**src/hdl/pnaf_pkg.sv**
```systemverilog
// Shared types and constants for the plane normalize and axis filter block.
package pnaf_pkg;

  localparam int unsigned CoefW = 32;
  localparam int unsigned AxisW = 16;
  localparam int unsigned CfgIdxW = 3;
  localparam int unsigned CfgDataW = 16;
  localparam int unsigned SlotW = 8;

  typedef enum logic [1:0] {
    MODE_ALL  = 2'd0,
    MODE_PAR  = 2'd1,
    MODE_PERP = 2'd2,
    MODE_ALT  = 2'd3
  } mode_t;

  typedef enum logic [CfgIdxW-1:0] {
    REG_MODE   = 3'd0,
    REG_AXIS_X = 3'd1,
    REG_AXIS_Y = 3'd2,
    REG_AXIS_Z = 3'd3,
    REG_COS    = 3'd4,
    REG_SIN    = 3'd5,
    REG_RSV6   = 3'd6,
    REG_RSV7   = 3'd7
  } reg_idx_t;

  typedef enum logic [2:0] {
    ST_IDLE,
    ST_SQUARE,
    ST_ROOT,
    ST_DIVIDE,
    ST_DOT,
    ST_DONE
  } state_t;

endpackage

```
**src/hdl/pnaf_if.sv**
```systemverilog
// Handshake channel interfaces for plane items, result items and register writes.
interface pnaf_plane_if;
  logic                                valid;
  logic                                ready;
  logic signed [pnaf_pkg::CoefW-1:0]   coef_a;
  logic signed [pnaf_pkg::CoefW-1:0]   coef_b;
  logic signed [pnaf_pkg::CoefW-1:0]   coef_c;
  logic signed [pnaf_pkg::CoefW-1:0]   coef_d;
  logic                                last_plane;
  modport source (output valid, coef_a, coef_b, coef_c, coef_d, last_plane, input ready);
  modport sink (input valid, coef_a, coef_b, coef_c, coef_d, last_plane, output ready);
endinterface

interface pnaf_result_if;
  logic                                valid;
  logic                                ready;
  logic signed [pnaf_pkg::CoefW-1:0]   norm_a;
  logic signed [pnaf_pkg::CoefW-1:0]   norm_b;
  logic signed [pnaf_pkg::CoefW-1:0]   norm_c;
  logic signed [pnaf_pkg::CoefW-1:0]   norm_d;
  logic                                kept;
  logic [pnaf_pkg::SlotW-1:0]          slot;
  logic                                degenerate;
  logic                                last_out;
  modport source (output valid, norm_a, norm_b, norm_c, norm_d, kept, slot, degenerate,
                  last_out, input ready);
  modport sink (input valid, norm_a, norm_b, norm_c, norm_d, kept, slot, degenerate,
                last_out, output ready);
endinterface

interface pnaf_cfg_if;
  logic                                valid;
  logic                                ready;
  logic [pnaf_pkg::CfgIdxW-1:0]        index;
  logic [pnaf_pkg::CfgDataW-1:0]       data;
  modport source (output valid, index, data, input ready);
  modport sink (input valid, index, data, output ready);
endinterface

```
**src/hdl/plane_normalize_axis_filter.sv**
```systemverilog
// Plane normalizer and axis filter: sequencer around one shared multiplier, with separate add/compare logic.
//
//  channel    | dir | handshake     | payload
//  plane_in   | in  | valid/ready   | coef_a..coef_d, last_plane
//  plane_out  | out | valid/ready   | norm_a..norm_d, kept, slot, degenerate, last_out
//  cfg        | in  | valid/ready   | index, data (always ready)
//
// An item passes through the squares on the multiplier, a binary square root one root
// bit a cycle, four restoring divisions one quotient bit a cycle on one subtractor for
// all four, then the dot product on the multiplier.
// A zero-length normal skips to the result after the squares.
// Reset (rst, synchronous) clears the sequencer, slot count and registers to defaults.
// A stalled result holds in the output register; the next item is taken meanwhile.
module plane_normalize_axis_filter #(
  parameter int unsigned MAX_PLANES = 256
) (
  input  logic                 clk,
  input  logic                 rst,
  pnaf_plane_if.sink           plane_in,
  pnaf_result_if.source        plane_out,
  pnaf_cfg_if.sink             cfg
);

  localparam int unsigned CntW = $clog2(MAX_PLANES + 1);

  pnaf_pkg::state_t state, state_next;

  logic [1:0]                  filter_mode;
  logic signed [15:0]          axis [3];
  logic [15:0]                 cos_limit;
  logic [15:0]                 sin_limit;
  logic [CntW-1:0]             kept_count;

  logic signed [32:0]          coef [4];
  logic                        last_hold;
  logic [4:0]                  step;
  logic [1:0]                  op;
  logic                        degen;

  logic signed [32:0]          mul_a, mul_b;
  logic signed [65:0]          prod;
  logic [63:0]                 sumsq;
  logic [63:0]                 sum_total;

  logic [63:0]                 sq_val;
  logic [34:0]                 sq_rem;
  logic [31:0]                 root;
  logic [34:0]                 sq_try;
  logic [34:0]                 sq_trial;

  logic [32:0]                 dv_rem;
  logic [30:0]                 dv_low;
  logic [30:0]                 quo;
  logic                        dv_sat;
  logic                        dv_neg;
  logic [32:0]                 dv_try;
  logic                        dv_ge;
  logic signed [32:0]          dv_x;
  logic [31:0]                 dv_mag;
  logic [62:0]                 dv_num;
  logic [31:0]                 dv_result;

  logic signed [31:0]          res [4];
  logic signed [47:0]          dot;
  logic [47:0]                 dot_abs;
  logic                        pass;

  logic                        take_in;
  logic                        out_free;
  logic                        load_out;

  // control decode
  always_comb begin
    out_free = !plane_out.valid || plane_out.ready;
    plane_in.ready = (state == pnaf_pkg::ST_IDLE);
    load_out = (state == pnaf_pkg::ST_DONE) && out_free;
  end

  assign take_in = plane_in.valid && plane_in.ready;
  assign cfg.ready = 1'b1;

  always_comb begin
    state_next = state;
    case (state)
      pnaf_pkg::ST_IDLE:   if (take_in) state_next = pnaf_pkg::ST_SQUARE;
      pnaf_pkg::ST_SQUARE: if (step == 5'd3) begin
        state_next = (sum_total == 64'd0) ? pnaf_pkg::ST_DONE : pnaf_pkg::ST_ROOT;
      end
      pnaf_pkg::ST_ROOT:   if (step == 5'd31) state_next = pnaf_pkg::ST_DIVIDE;
      pnaf_pkg::ST_DIVIDE: if (step == 5'd31 && op == 2'd3) state_next = pnaf_pkg::ST_DOT;
      pnaf_pkg::ST_DOT:    if (step == 5'd3) state_next = pnaf_pkg::ST_DONE;
      pnaf_pkg::ST_DONE:   if (out_free) state_next = pnaf_pkg::ST_IDLE;
      default:             state_next = pnaf_pkg::ST_IDLE;
    endcase
  end

  // shared multiplier operands
  always_comb begin
    mul_a = coef[step[1:0]];
    mul_b = coef[step[1:0]];
    if (state == pnaf_pkg::ST_DOT) begin
      mul_a = 33'(res[step[1:0]]);
      mul_b = 33'(axis[(step[1:0] == 2'd3) ? 2'd0 : step[1:0]]);
    end
  end

  assign sum_total = sumsq + prod[63:0];

  // square root digit
  always_comb begin
    sq_try = {sq_rem[32:0], sq_val[63:62]};
    sq_trial = {1'b0, root, 2'b01};
  end

  // division step and setup
  always_comb begin
    dv_x = coef[op];
    dv_mag = dv_x[32] ? 32'(-dv_x) : 32'(dv_x);
    dv_num = (op == 2'd3) ? ({31'd0, dv_mag} << 16) : ({31'd0, dv_mag} << 30);
    dv_try = {dv_rem[31:0], dv_low[30]};
    dv_ge = (dv_try >= {1'b0, root});
    if (dv_sat) begin
      dv_result = dv_neg ? 32'h8000_0000 : 32'h7FFF_FFFF;
    end else begin
      dv_result = dv_neg ? -{1'b0, quo[29:0], dv_ge} : {1'b0, quo[29:0], dv_ge};
    end
  end

  // filter decision
  always_comb begin
    dot_abs = dot[47] ? -dot : dot;
    case (pnaf_pkg::mode_t'(filter_mode))
      pnaf_pkg::MODE_PAR:  pass = !degen && (dot_abs > {3'd0, cos_limit, 29'd0});
      pnaf_pkg::MODE_PERP: pass = !degen && (dot_abs < {3'd0, sin_limit, 29'd0});
      default:             pass = 1'b1;
    endcase
    if (kept_count >= CntW'(MAX_PLANES)) pass = 1'b0;
  end

  always_ff @(posedge clk) begin
    if (rst) begin
      state <= pnaf_pkg::ST_IDLE;
      step <= '0;
      op <= '0;
      filter_mode <= pnaf_pkg::MODE_ALL;
      axis[0] <= 16'sd0;
      axis[1] <= 16'sd0;
      axis[2] <= 16'sd16384;
      cos_limit <= 16'd32768;
      sin_limit <= 16'd0;
      kept_count <= '0;
      plane_out.valid <= 1'b0;
    end else begin
      state <= state_next;
      step <= (state_next != state) ? 5'd0 : step + 5'd1;
      if (state == pnaf_pkg::ST_DIVIDE && step == 5'd31) op <= op + 2'd1;
      if (cfg.valid) begin
        case (pnaf_pkg::reg_idx_t'(cfg.index))
          pnaf_pkg::REG_MODE:   filter_mode <= cfg.data[1:0];
          pnaf_pkg::REG_AXIS_X: axis[0] <= cfg.data;
          pnaf_pkg::REG_AXIS_Y: axis[1] <= cfg.data;
          pnaf_pkg::REG_AXIS_Z: axis[2] <= cfg.data;
          pnaf_pkg::REG_COS:    cos_limit <= cfg.data;
          pnaf_pkg::REG_SIN:    sin_limit <= cfg.data;
          default: ;
        endcase
      end
      if (plane_out.valid && plane_out.ready) plane_out.valid <= 1'b0;
      if (load_out) begin
        plane_out.valid <= 1'b1;
        if (pass) kept_count <= kept_count + CntW'(1);
        if (last_hold) kept_count <= '0;
      end
    end
  end

  always_ff @(posedge clk) begin
    prod <= mul_a * mul_b;
    if (take_in) begin
      // face the viewpoint: flip every coefficient when c is positive
      if (!plane_in.coef_c[31] && plane_in.coef_c != 32'sd0) begin
        coef[0] <= -33'(plane_in.coef_a);
        coef[1] <= -33'(plane_in.coef_b);
        coef[2] <= -33'(plane_in.coef_c);
        coef[3] <= -33'(plane_in.coef_d);
      end else begin
        coef[0] <= 33'(plane_in.coef_a);
        coef[1] <= 33'(plane_in.coef_b);
        coef[2] <= 33'(plane_in.coef_c);
        coef[3] <= 33'(plane_in.coef_d);
      end
      last_hold <= plane_in.last_plane;
      for (int i = 0; i < 4; i++) res[i] <= 32'sd0;
      sumsq <= '0;
      degen <= 1'b0;
    end
    case (state)
      pnaf_pkg::ST_SQUARE: begin
        if (step != 5'd0) sumsq <= sum_total;
        if (step == 5'd3) begin
          degen <= (sum_total == 64'd0);
          sq_val <= sum_total;
          sq_rem <= '0;
          root <= '0;
        end
      end
      pnaf_pkg::ST_ROOT: begin
        sq_val <= {sq_val[61:0], 2'b00};
        if (sq_try >= sq_trial) begin
          sq_rem <= sq_try - sq_trial;
          root <= {root[30:0], 1'b1};
        end else begin
          sq_rem <= sq_try;
          root <= {root[30:0], 1'b0};
        end
      end
      pnaf_pkg::ST_DIVIDE: begin
        if (step == 5'd0) begin
          // quotient of 2^31 or more only happens for d: saturate it
          dv_rem <= {1'b0, dv_num[62:31]};
          dv_low <= dv_num[30:0];
          dv_sat <= ({1'b0, dv_num[62:31]} >= {1'b0, root});
          dv_neg <= dv_x[32];
          quo <= '0;
        end else begin
          dv_low <= {dv_low[29:0], 1'b0};
          dv_rem <= dv_ge ? dv_try - {1'b0, root} : dv_try;
          quo <= {quo[29:0], dv_ge};
          if (step == 5'd31) res[op] <= dv_result;
        end
      end
      pnaf_pkg::ST_DOT: begin
        if (step == 5'd0) dot <= '0;
        else dot <= dot + prod[47:0];
      end
      default: ;
    endcase
    if (load_out) begin
      plane_out.norm_a <= res[0];
      plane_out.norm_b <= res[1];
      plane_out.norm_c <= res[2];
      plane_out.norm_d <= res[3];
      plane_out.kept <= pass;
      plane_out.slot <= pass ? pnaf_pkg::SlotW'(kept_count) : '0;
      plane_out.degenerate <= degen;
      plane_out.last_out <= last_hold;
    end
  end

`ifndef SYNTH
  a_c_not_positive: assert property (@(posedge clk) disable iff (rst)
    plane_out.valid |-> (plane_out.norm_c[31] || plane_out.norm_c == 32'sd0))
    else $error("normal z component positive");
  a_degen_zero: assert property (@(posedge clk) disable iff (rst)
    (plane_out.valid && plane_out.degenerate) |->
      (plane_out.norm_a == 32'sd0 && plane_out.norm_b == 32'sd0 &&
       plane_out.norm_c == 32'sd0 && plane_out.norm_d == 32'sd0))
    else $error("degenerate result not zero");
  a_start: assert property (@(posedge clk) disable iff (rst)
    take_in |=> (state == pnaf_pkg::ST_SQUARE))
    else $error("accepted item did not start");
  a_count_bound: assert property (@(posedge clk) disable iff (rst)
    kept_count <= CntW'(MAX_PLANES))
    else $error("slot count past limit");
`endif

endmodule

```
**src/flat_wrapper.sv**
```systemverilog
// flat-port wrapper written by rule: the top's interface ports become plain ports
module plane_normalize_axis_filter_flat 
#(
  parameter int unsigned MAX_PLANES = 256
)
  (clk, rst, plane_in_valid, plane_in_coef_a, plane_in_coef_b, plane_in_coef_c, plane_in_coef_d, plane_in_last_plane, plane_in_ready, plane_out_valid, plane_out_norm_a, plane_out_norm_b, plane_out_norm_c, plane_out_norm_d, plane_out_kept, plane_out_slot, plane_out_degenerate, plane_out_last_out, plane_out_ready, cfg_valid, cfg_index, cfg_data, cfg_ready);
  pnaf_plane_if plane_in_i ();
  pnaf_result_if plane_out_i ();
  pnaf_cfg_if cfg_i ();
  input  logic clk;
  input  logic rst;
  input wire logic [$bits(plane_in_i.valid)-1:0] plane_in_valid;
  input wire logic [$bits(plane_in_i.coef_a)-1:0] plane_in_coef_a;
  input wire logic [$bits(plane_in_i.coef_b)-1:0] plane_in_coef_b;
  input wire logic [$bits(plane_in_i.coef_c)-1:0] plane_in_coef_c;
  input wire logic [$bits(plane_in_i.coef_d)-1:0] plane_in_coef_d;
  input wire logic [$bits(plane_in_i.last_plane)-1:0] plane_in_last_plane;
  output wire logic [$bits(plane_in_i.ready)-1:0] plane_in_ready;
  output wire logic [$bits(plane_out_i.valid)-1:0] plane_out_valid;
  output wire logic [$bits(plane_out_i.norm_a)-1:0] plane_out_norm_a;
  output wire logic [$bits(plane_out_i.norm_b)-1:0] plane_out_norm_b;
  output wire logic [$bits(plane_out_i.norm_c)-1:0] plane_out_norm_c;
  output wire logic [$bits(plane_out_i.norm_d)-1:0] plane_out_norm_d;
  output wire logic [$bits(plane_out_i.kept)-1:0] plane_out_kept;
  output wire logic [$bits(plane_out_i.slot)-1:0] plane_out_slot;
  output wire logic [$bits(plane_out_i.degenerate)-1:0] plane_out_degenerate;
  output wire logic [$bits(plane_out_i.last_out)-1:0] plane_out_last_out;
  input wire logic [$bits(plane_out_i.ready)-1:0] plane_out_ready;
  input wire logic [$bits(cfg_i.valid)-1:0] cfg_valid;
  input wire logic [$bits(cfg_i.index)-1:0] cfg_index;
  input wire logic [$bits(cfg_i.data)-1:0] cfg_data;
  output wire logic [$bits(cfg_i.ready)-1:0] cfg_ready;
  assign plane_in_i.valid = plane_in_valid;
  assign plane_in_i.coef_a = plane_in_coef_a;
  assign plane_in_i.coef_b = plane_in_coef_b;
  assign plane_in_i.coef_c = plane_in_coef_c;
  assign plane_in_i.coef_d = plane_in_coef_d;
  assign plane_in_i.last_plane = plane_in_last_plane;
  assign plane_in_ready = plane_in_i.ready;
  assign plane_out_valid = plane_out_i.valid;
  assign plane_out_norm_a = plane_out_i.norm_a;
  assign plane_out_norm_b = plane_out_i.norm_b;
  assign plane_out_norm_c = plane_out_i.norm_c;
  assign plane_out_norm_d = plane_out_i.norm_d;
  assign plane_out_kept = plane_out_i.kept;
  assign plane_out_slot = plane_out_i.slot;
  assign plane_out_degenerate = plane_out_i.degenerate;
  assign plane_out_last_out = plane_out_i.last_out;
  assign plane_out_i.ready = plane_out_ready;
  assign cfg_i.valid = cfg_valid;
  assign cfg_i.index = cfg_index;
  assign cfg_i.data = cfg_data;
  assign cfg_ready = cfg_i.ready;
  plane_normalize_axis_filter #(.MAX_PLANES(MAX_PLANES)) u_core (.clk(clk), .rst(rst), .plane_in(plane_in_i), .plane_out(plane_out_i), .cfg(cfg_i));
endmodule
```
**config.mk**
```make
export PLATFORM = sky130hd
export DESIGN_NAME = plane_normalize_axis_filter_flat
export DESIGN_NICKNAME = d
export VERILOG_FILES = /design/src/hdl/pnaf_pkg.sv /design/src/hdl/pnaf_if.sv /design/src/hdl/plane_normalize_axis_filter.sv /design/src/flat_wrapper.sv
export SDC_FILE = /design/constraint.sdc
export NUM_CORES = 2
export LEC_CHECK = 0
export BUFFER_PORTS_ARGS = -buffer_cell sky130_fd_sc_hd__clkbuf_2
export CORE_MARGIN = 1.5
export CORE_UTILIZATION = 30
export DETAILED_ROUTE_END_ITERATION = 8
export PLACE_DENSITY = 0.48
export SLEW_MARGIN = 20
export SYNTH_ARGS = -nofsm -noshare
export SYNTH_HDL_FRONTEND = slang
export SYNTH_SLANG_ARGS = --single-unit
```
**constraint.sdc**
```tcl
create_clock -name clk -period 26.7 [get_ports clk]
set_input_delay 1.335 -clock clk [delete_from_list [all_inputs] [get_ports clk]]
set_output_delay 1.335 -clock clk [all_outputs]
set_load 0.03 [all_outputs]
```
==> metrics.md <==
| Metric | Value |
|---|---|
| Final hold slack | `between 0.4 and 0.5 ns` |
| Mapped Cells | `slightly above 9,000` |
| Initial DRT Pass Iterations | `5` |
| Post-CTS Resized | `0` |
| Tot GR Track Use | `0.223` |
| Area of the mapped netlist | `0.0880 sq mm` |
| WP buf/inv | `7` |
| Setup Crit Path Kind | `reg -> reg` |
| DRC violations left | `0` |
| Post-CTS Setup Inserts | `0` |
| FMAX | `roughly 83 MHz` |
| Syn_area_per_cell | `9.62 sq um` |
| Top FF cell, synth | `edfxtp_1` |
| Hold_buf cts | `0` |
| Congestion Overflow GR | `0` |
| Delay-heaviest family, CP | `adder cells` |
| Detail Route Antenna Nets | `0` |
| Largest net degree at the start of global routing | `roughly 120` |
| Clock sinks | `roughly 890` |
| FF+latch count, synth | `889` |
| Post-synthesis async set-or-reset flop share | `0` |
| Crit. End Element | `register` |
| Num rows | `between 150 and 200` |
| Syn. warnings | `0` |
| Setup ws final | `roughly 15 ns` |
| Worst Setup Start Kind | `register` |
| Post-Route Setup TNS | `0 ns` |
| Busiest grt layer | `met2` |
| R2R depth | `34` |
| Slew @ Worst Pin | `1.12 ns` |
| Worst-Skew Late Latency | `0.84 ns` |
| Fin util | `0.336` |
| GR Util met2 | `0.364` |
| Max clock buf depth | `3` |
| Met1 Usage GRT | `0.290` |
| Area Growth Syn to Fin | `11.4%` |
| I/O Buffers | `between 200 and 300` |
| Period utilization | `0.453` |
| I/O pins | `about 300` |
| Critical-path top delay cell | `dfxtp_4` |
| Max-slew headroom | `0.247` |
| GPL Wtd Cong | `about 0.96` |
| Yosys top cell by area | `fa_1` |
| Skew final | `0.0869 ns` |
| Synth top area share | `0.257` |
| CTS buffer count | `roughly 110` |
| Mapped Nets | `about 11,000` |
| Share of cells above drive strength 1 | `0.0913` |
| Die width | `roughly 540 um` |
| Die Ht | `545 um` |
| RSZ-0062 raised after global routing | `no` |
| Detailed Route Iter0 Violations | `a little over 6,000` |
| Status | `finished clean` |
| Initial core utilization | `0.302` |
| Fillers | `~30,000` |
| Synth top area cells | `fa_1 26%, edfxtp_1 24%, ha_1 6.6%` |
| Via count | `68,500` |
| Worst slack at placement | `14.82 ns` |
| Count leader, synth | `inv_1` |
| Clk root buf | `clkbuf_16` |
| Met3 GRT Util | `0.0321` |
| Hold Crit Depth | `0` |
| Dpl hpwl | `264 mm` |
| WP depth | `34` |
| # setup viols final | `0` |
| Global-route wire length before repair | `between 400 and 500 mm` |
| Vias per Instance | `~5.2` |
| WP data arrival | `around 13 ns` |
| Htree depth | `3` |
| Maxcap violations | `0` |
| Final wirelength | `approximately 330 mm` |
| TritonCTS clock tree | `done` |
| Nets | `around 11,000` |
| Synth cell types | `approximately 110` |
| Synth cell count leaders | `1,338 x inv_1, 1,133 x nor2_1, 1,128 x fa_1, 1,040 x nand2_1, 704 x edfxtp_1` |
| Core box area | `0.291 sq mm` |
| Die ar. | `~0.3 sq mm` |
| Number of global-route vias before repair | `between 60,000 and 70,000` |
| Seq/Total Area, Yosys | `0.282` |
| Final Hold Viols | `0` |
| CP dominant cell by count | `fa_1` |
| Clk slew on worst S/H paths | `0.06 ns` |
| Crit-path max FO | `23` |
| Crit path largest cell delay | `0.79 ns` |
| Avg WL per Cell | `between 20 and 30 um` |
| Post-synth EDFFs | `a little over 700` |
| Slew Limit Fails | `0` |
| Worst hold path type | `reg -> reg` |
| Tmin final | `12.09 ns` |
| Worst Path Required | `between 20 and 30 ns` |
| Initial antenna violation count | `9` |
-- placed cells by master, fill, tap and decap left out, types with 56 or more instances in the layout --
cell type,netlist,routed
inv_1,1338,1336
fa_1,1128,1128
nor2_1,1133,1127
nand2_1,1040,1031
edfxtp_1,704,704
ha_1,466,465
a21oi_1,405,405
o21ai_0,347,341
clkbuf_2,0,293
xnor2_1,225,225
dfxtp_1,185,182
xor2_1,164,164
nand3_1,160,160
a21o_1,154,154
buf_4,3,153
and2_1,120,116
clkbuf_16,0,108
nor3_1,103,103
mux4_2,93,93
mux2i_1,77,77
nand2b_1,67,66
nand4_1,56,56
-- sequential cells by signal, summed over array words and instances, names as in the netlist, 5 cells and up, named ones only --
name	cells
u_core.coef	132
u_core.res	128
u_core.prod	64
u_core.sq_val	64
u_core.sumsq	64
u_core.axis	48
u_core.dot	48
u_core.sq_rem	33
plane_out_norm_a	32
plane_out_norm_b	32
plane_out_norm_c	32
plane_out_norm_d	32
u_core.dv_rem	32
u_core.root	32
u_core.quo	30
u_core.cos_limit	16
u_core.sin_limit	16
u_core.dv_low	15
u_core.kept_count	9
u_core.plane_out.slot	8
u_core.step	5
-- stage by stage --
stage | instances | area [sq um]
6_report | 13300 | 98000
5_1_grt | 13300 | 98000
4_1_cts | 13300 | 98000
3_5_place_dp | 13100 | 94200
3_3_place_gp | 13100 | 94200
2_1_floorplan | 9152 | 88000
-- layer usage --
| layer | wire (um) | vias up | share of wire |
|---|---|---|---|
| met4 | 18400 | 4 | 0.055 |
| met5 | 21 | - | 0.000063 |
| met1 | 139000 | 35000 | 0.42 |
| li1 | - | 30400 | - |
| met3 | 20600 | 580 | 0.062 |
| met2 | 155000 | 2592 | 0.46 |
-- layout make-up --
class	count	area, sq um	area share
multi-input cells	6516	56900	0.580
flip-flops and latches	889	24900	0.254
inverters	1341	5040	0.0514
well taps	3900	4880	0.0498
clock buffers	132	2890	0.0295
repair buffers	446	2620	0.0267
clock inverters	71	865	0.00882
diodes	3	7.51	0.0000766
-- path summary, 6_finish.rpt --
path | start | end | slack, ns
max | u_core.step[0] | u_core.prod[59] | 14.61
min | u_core.res[3][2] | plane_out_norm_d[2] | 0.44
max reg2reg | u_core.step[0] | u_core.prod[59] | 14.61
min reg2reg | u_core.res[3][2] | plane_out_norm_d[2] | 0.44
-- logic make-up (layout without fill, tap and decap cells) --
logic type,count (synthesis),count (layout),synth area share
flops,889,889,0.282
mux,184,184,0.0349
compound gates,1357,1357,0.0965
fa+ha+maj,1594,1594,0.323
other cells,1,4,0.0000426
xor+xnor,389,389,0.0387
simple gates,2991,2991,0.150
buf+inv,1747,1990,0.0750
Power is left out: the tool's default activity adds up to more than one toggle a clock period on the data nets, which glitch-free logic cannot reach.
